===== src/hdl/vrms_pkg.sv =====
`default_nettype none
// ----------------------------------------------------------------------------
// vrms_pkg
// Shared types and constants for the voxel ray march block.
// ----------------------------------------------------------------------------
package vrms_pkg;

  // grid store edge; the voxel ports carry 5 bits per axis
  localparam int GRID_MAX_DIM = 32;

  localparam logic [1:0] REG_GRID_X = 2'd0;
  localparam logic [1:0] REG_GRID_Y = 2'd1;
  localparam logic [1:0] REG_GRID_Z = 2'd2;
  localparam logic [1:0] REG_THRESH = 2'd3;

  localparam logic REQ_WRITE = 1'b0;
  localparam logic REQ_QUERY = 1'b1;

  localparam logic [10:0] HALF_STEP = 11'd1024;

  // commands from controller to datapath
  typedef struct packed {
    logic load;      // capture query, clear radius and previous value
    logic sqrt_step; // one iteration of the max radius root
    logic rd_march;  // issue read at radius r
    logic rd_mid;    // issue read at bisection midpoint
    logic eval;      // consume read data of a march step
    logic bis_init;  // set lo/hi around r
    logic bis_upd;   // consume read data of a bisection step
    logic done_hit;  // latch hi as result
    logic done_miss; // latch maxr as result
  } ctl_cmd_t;

  typedef struct packed {
    logic rise;      // current read is a rise
    logic past_max;  // next radius beyond maxr
    logic sqrt_done;
  } dp_stat_t;

  typedef enum logic [7:0] {
    ST_IDLE  = 8'b0000_0001,
    ST_SQRT  = 8'b0000_0010,
    ST_MRD   = 8'b0000_0100,
    ST_MADR  = 8'b0000_1000,
    ST_MEV   = 8'b0001_0000,
    ST_BRD   = 8'b0010_0000,
    ST_BADR  = 8'b0100_0000,
    ST_BEV   = 8'b1000_0000
  } state_t;

endpackage
`default_nettype wire


===== src/hdl/vrms_ctrl.sv =====
`default_nettype none
// ----------------------------------------------------------------------------
// vrms_ctrl
// Sequencer for the march and bisection loops.
// ----------------------------------------------------------------------------
module vrms_ctrl #(
  parameter int BISECT_STEPS    = 10,
  parameter int MAX_MARCH_STEPS = 8192
) (
  input  wire logic               clk,
  input  wire logic               rst_n,
  input  wire logic               go,
  input  wire vrms_pkg::dp_stat_t stat,
  output vrms_pkg::ctl_cmd_t      cmd,
  output logic                    busy
);

  localparam int SW = $clog2(MAX_MARCH_STEPS + 1);
  localparam int BW = $clog2(BISECT_STEPS + 1);

  vrms_pkg::state_t state_r, state_nxt;
  logic [SW-1:0] step_r, step_nxt;
  logic [BW-1:0] bis_r, bis_nxt;

  always_ff @(posedge clk) begin
    if (!rst_n) begin
      state_r <= vrms_pkg::ST_IDLE;
      step_r  <= '0;
      bis_r   <= '0;
    end else begin
      state_r <= state_nxt;
      step_r  <= step_nxt;
      bis_r   <= bis_nxt;
    end
  end

  always_comb begin
    state_nxt = state_r;
    step_nxt  = step_r;
    bis_nxt   = bis_r;
    cmd       = '0;
    unique case (state_r)
      vrms_pkg::ST_IDLE: begin
        if (go) begin
          cmd.load  = 1'b1;
          step_nxt  = '0;
          state_nxt = vrms_pkg::ST_SQRT;
        end
      end
      vrms_pkg::ST_SQRT: begin
        cmd.sqrt_step = 1'b1;
        if (stat.sqrt_done) state_nxt = vrms_pkg::ST_MRD;
      end
      vrms_pkg::ST_MRD: begin
        cmd.rd_march = 1'b1;
        state_nxt    = vrms_pkg::ST_MADR;
      end
      vrms_pkg::ST_MADR: begin
        state_nxt = vrms_pkg::ST_MEV;
      end
      vrms_pkg::ST_MEV: begin
        if (stat.rise) begin
          cmd.bis_init = 1'b1;
          bis_nxt      = '0;
          state_nxt    = vrms_pkg::ST_BRD;
        end else if (stat.past_max || step_r == SW'(MAX_MARCH_STEPS - 1)) begin
          cmd.done_miss = 1'b1;
          state_nxt     = vrms_pkg::ST_IDLE;
        end else begin
          cmd.eval  = 1'b1;
          step_nxt  = step_r + 1'b1;
          state_nxt = vrms_pkg::ST_MRD;
        end
      end
      vrms_pkg::ST_BRD: begin
        if (bis_r == BW'(BISECT_STEPS)) begin
          cmd.done_hit = 1'b1;
          state_nxt    = vrms_pkg::ST_IDLE;
        end else begin
          cmd.rd_mid = 1'b1;
          state_nxt  = vrms_pkg::ST_BADR;
        end
      end
      vrms_pkg::ST_BADR: begin
        state_nxt = vrms_pkg::ST_BEV;
      end
      vrms_pkg::ST_BEV: begin
        cmd.bis_upd = 1'b1;
        bis_nxt     = bis_r + 1'b1;
        state_nxt   = vrms_pkg::ST_BRD;
      end
      default: state_nxt = vrms_pkg::ST_IDLE;
    endcase
  end

  assign busy = (state_r != vrms_pkg::ST_IDLE);

endmodule
`default_nettype wire


===== config.mk =====
export PLATFORM = sky130hd
export DESIGN_NAME = vrms_ctrl
export DESIGN_NICKNAME = d
export VERILOG_FILES = /design/src/hdl/vrms_pkg.sv /design/src/hdl/vrms_ctrl.sv
export SDC_FILE = /design/constraint.sdc
export NUM_CORES = 1
export LEC_CHECK = 0
export ABC_AREA = 1
export CORE_MARGIN = 8
export CORE_UTILIZATION = 40
export CTS_CLUSTER_DIAMETER = 60
export DETAILED_ROUTE_END_ITERATION = 16
export DONT_BUFFER_PORTS = 1
export HOLD_SLACK_MARGIN = 0.03
export SKIP_CTS_REPAIR_TIMING = 1
export SLEW_MARGIN = 30
export SYNTH_ARGS = -nofsm -noshare
export SYNTH_HDL_FRONTEND = slang
export SYNTH_SLANG_ARGS = --single-unit

===== constraint.sdc =====
create_clock -name clk -period 1.7 [get_ports clk]
set_input_delay 0.085 -clock clk [delete_from_list [all_inputs] [get_ports clk]]
set_output_delay 0.085 -clock clk [all_outputs]
set_load 0.02 [all_outputs]

==> impl_metrics.toml, run 1 <==
[timing]
setup_viol = 0
hold_ws_ns = 0.0730
relSlewSlack = 0.738
slew_violations = 0
rsz0062_at_grt = "true"
tightest_slew_ns = 0.392
finalCritPeriodShare = 0.963
tns_ns = 0
layout_min_cycle_time_ns = 1.64
finalHoldViolations = 0
fmax_mhz = 611
finalWorstSetupSlack_ns = 0.0630
clock_skew_ns = 0.00641

[yosys]
yosysSeqAreaShare = 0.311
ys_ff_latch = 26
synthAdderAreaFrac = 0.0224
yosysTopAreaCell = "dfxtp_1"
yosys-top-cells-area = "dfxtp_1, nand2_1, nor2_1, inv_1, nand3_1"
yosys.area_share.simple = 0.473
synth-compound-area-share = 0.0919
synthTopCellsByCount = "nand2_1, nor2_1, inv_1, dfxtp_1, nand3_1"
muxShareOfSynthArea = 0
yosysTopAreaCellShare = 0.311
syn_area_sq_um = 1680
synthXorXnorAreaFrac = 0.00523
syn_nets = 275
synthFlopType = "dfxtp_1"
synth_cell_types = 27
syn_inst = 266
synth_top_family_by_area = "simple AND/OR/NAND/NOR gates"
synth_edf_count = 0
synth_most_common_cell = "nand2_1"
yosysWarnings = 0
async_flop_share = 0
syn_area_per_cell_sq_um = 6.30

[clocking]
insertion_delay_ns = 0.28
cts_buffers = 3
cts_buffer_depth = 2
cts_tree = "done"
clkTransAtPathRegs_ns = 0.10
cts.sinks = 26
cts-root-buf = "clkbuf_8"
htreeDepth = 1

[finish]
drive_above_1_share = 0.215
utilization = 0.496
instances_no_fill = 338
diodes = 0
finalNetCount = 298
final_area_sq_um = 2000
syn_to_final_growth_pct = 19.3

[routing]
vias = 1649
route.antenna.remaining_nets = 0
dr.pass1.iters = 4
met3WireLength_um = 210
wl_met1_mm = 1.95
wl_per_cell_um = 12.2
drtIter0Drc = 138
vias_per_cell = 4.88
drc_errors = 0
wl_mm = 4.14
topRoutingLayerUsed = "met4"
wl_met2_mm = 1.94

[floorplan]
die_h_um = 80.7
dieWidth_um = 80.7
dieArea_sq_um = 6510
ioPinCount = 16
core-area_sq_um = 4030
num_rows = 23
start_util = 0.416

[placed_design]
dp_cells = 330
post-place-ws_ns = 0.0980
dpl_cell_area_sq_um = 1840
port_buffers = 0
place_congestion = 0.854
dpl.hpwl_mm = 3.05

[global_route]
grt_max_degree = 16
grt_overflow = 0
grt_pass1_wl_mm = 6.59
antenna_found_initial = 0
track_usage = 0.126
grt_pass1_vias = 1426

[worst_setup_path]
crit_type = "reg2out"
cp.arrival_ns = 1.55
required_ns = 1.62
end_kind = "primary output"
crit_fanout = 3
startpoint_type = "register"

[outcome]
status = "finished, final reports clean"

[hold_path]
min_path_type = "in2reg"

[power]
worst_ir_drop_vdd_mv = 0.314
leakagePower_nw = 0.833
p_total_mw = 1.36
p_per_area_nw_per_um2 = 682

[job]
maxCapViolCount = 0
## path summary, 6_finish.rpt
| kind | from | end | slack (ns) | cells past startpoint |
|---|---|---|---|---|
| setup / recovery | step_r[0] | cmd[0] | 0.06 | 8 |
| hold / removal | go | state_r[1] | 0.07 | 4 |
| setup reg to reg | step_r[0] | step_r[7] | 0.13 | 9 |
| hold reg to reg | step_r[10] | step_r[10] | 0.49 | 2 |
## power by group
part	switching, mW	internal [mW]
Clock	0.203	0.315
Sequential	0.0123	0.623
Combinational	0.137	0.0711
Total	0.353	1.01
## cells in the final DEF, fill, tap and decap left out, types with 3 or more instances in the layout
| cell | count |
|---|---|
| nand2_1 | 65 |
| nor2_1 | 46 |
| inv_1 | 32 |
| dfxtp_1 | 23 |
| nand3_1 | 22 |
| buf_4 | 18 |
| a21oi_1 | 11 |
| nor2_2 | 8 |
| nor3_1 | 7 |
| nand4_1 | 6 |
| a21oi_2 | 6 |
| nand2_2 | 5 |
| o21ai_0 | 4 |
| inv_2 | 3 |
| nor2_4 | 3 |
| nand3_2 | 3 |
| clkbuf_8 | 3 |
| dfxtp_2 | 3 |
## layout make-up
| cell class | instances | area (sq um) |
|---|---|---|
| Timing Repair Buffer | 21 | 166 |
| Clock inverter | 1 | 30.0 |
| Sequential cell | 26 | 524 |
| Fill cell | 419 | 2030 |
| Multi-Input combinational cell | 200 | 1030 |
| Inverter | 37 | 140 |
| Tap cell | 50 | 62.6 |
| Clock buffer | 3 | 41.3 |
## flip-flops by register name (all words and copies together) (netlist names)
name	cells
bis_r	4
state_r	8
step_r	14
## metal layers
metal	global-route usage	vias up
met1	0.159	733
met5	0	-
met3	0.0335	4
li1	-	877
met2	0.206	35
met4	0.0321	0
## worst max-delay path, stage by stage (launching register included)
cell	delay, ns
dfxtp_2	0.37
ha_4	0.14
nand2_2	0.07
nor2_4	0.16
nand2_4	0.08
nor2_1	0.10
nor2_1	0.06
nor2_2	0.16
buf_6	0.14
## cell families (layout without fill, tap and decap cells)
logic type      Yosys count  after routing
fa+ha+maj                 3              3
xor+xnor                  1              1
simple gates            173            173
flops                    26             26
buf+inv                  40             62
compound gates           23             23
Note: power is estimated with default switching activity, not from simulation.
==> run 2: changes to the inputs <==
Settings changed: SETUP_SLACK_MARGIN set to 0.3.
==> run 2 against run 1 <==
Sequential power about the same. Core utilization up 8.5 points. Worst hold slack worse by 0.0034 ns. Cell count up 4.1%. Total power is 5.9% higher. Global-route usage up 0.16 points. Die area unchanged. Via count rose by 8.6%. Setup slack better by 0.028 ns.
==> impl_metrics.toml, run 2 (synthesized netlist as in run 1, its figures left out) <==
[worst_setup_path]
crit_fanout = 8
r2r_setup_slack_ns = 0.09
reg2reg_depth = 9
required_ns = 1.90
startpoint_type = "register"
crit_type = "reg2reg"
end_kind = "register"
cp.arrival_ns = 1.81

[finish]
top_register = "step_r"
largest_reg_flops = 14
syn_to_final_growth_pct = 39.7
layout_common_cells = "nand2_1, nor2_1, inv_1"
utilization = 0.581
final_area_sq_um = 2340
mostFrequentLayoutCell = "nand2_1"
diodes = 0
instances_no_fill = 352
drive_above_1_share = 0.351
reg_top3 = "step_r (14), state_r (8), bis_r (4)"
finalNetCount = 312

[timing]
fmax_mhz = 622
hold_ws_ns = 0.0696
tns_ns = 0
setup_viol = 0
relSlewSlack = 0.784
finalWorstSetupSlack_ns = 0.0911
layout_min_cycle_time_ns = 1.61
finalCritPeriodShare = 0.946
slew_violations = 0
finalHoldViolations = 0
rsz0062_at_grt = "true"
tightest_slew_ns = 0.322
clock_skew_ns = 0.00308

[clocking]
cts_buffer_depth = 2
clkTransAtPathRegs_ns = 0.09
cts-root-buf = "clkbuf_8"
cts_tree = "done"
cts.sinks = 26
htreeDepth = 1
cts_buffers = 3
insertion_delay_ns = 0.27

[routing]
route.antenna.remaining_nets = 0
vias = 1790
drtIter0Drc = 92
wl_mm = 4.62
wl_per_cell_um = 13.1
dr.pass1.iters = 4
vias_per_cell = 5.09
drc_errors = 0

[power]
leakagePower_nw = 0.961
p_total_mw = 1.44
p_per_area_nw_per_um2 = 616
worst_ir_drop_vdd_mv = 0.309

[placed_design]
dpl_cell_area_sq_um = 1850
post-place-ws_ns = 0.0677
place_congestion = 0.835
dpl.hpwl_mm = 3.03
dp_cells = 325
port_buffers = 0

[hold_path]
whs_path_depth = 2
min_path_type = "in2reg"

[job]
maxCapViolCount = 0

[floorplan]
start_util = 0.416
num_rows = 23
core-area_sq_um = 4030
dieArea_sq_um = 6510
dieWidth_um = 80.7
ioPinCount = 16
die_h_um = 80.7

[global_route]
grt_max_degree = 16
grt_overflow = 0
grt_pass1_vias = 1556
antenna_found_initial = 0
grt_pass1_wl_mm = 6.77
track_usage = 0.127

[outcome]
status = "finished, final reports clean"
[run 2: cell count changes in the layout (fill, tap and decap cells not counted), sizes merged]
| cell | before | now |
|---|---|---|
| clkinv | 2 | 1 |
| inv | 35 | 36 |
| nand2 | 73 | 74 |
| buf | 19 | 32 |
[run 2: layout make-up]
class	instances	area, sq um
fill	377	1690
multi-input combinational	201	1220
sequential	26	541
timing repair buffer	34	290
inverter	37	156
tap	50	62.6
clock buffer	3	41.3
clock inverter	1	30.0
[run 2: critical path: stages (launching register included)]
cell and delay [ns]:
dfxtp_4 0.38, ha_4 0.16, nand2_4 0.05, nor2_4 0.14
nand2_4 0.09, o21bai_4 0.22, nand2_4 0.17, nand2_8 0.14
nand2_1 0.07, a21oi_1 0.11
[run 2: metal layers]
metal,global-route usage,share of wire,vias up
met1,0.151,0.43,821
met4,0.0375,0.023,0
met5,0,0,-
met3,0.0324,0.044,13
met2,0.221,0.50,43
li1,-,-,913
[run 2: report_power, final]
group	switching, mW	internal [mW]
Combinational	0.185	0.104
Clock	0.200	0.315
Sequential	0.0156	0.623
Total	0.400	1.04
[run 2: path summary, 6_finish.rpt]
path | from | end
setup / recovery | step_r[0] | step_r[8]
hold reg to reg | step_r[10] | step_r[10]
setup reg to reg | step_r[0] | step_r[8]
hold / removal | rst_n | step_r[12]
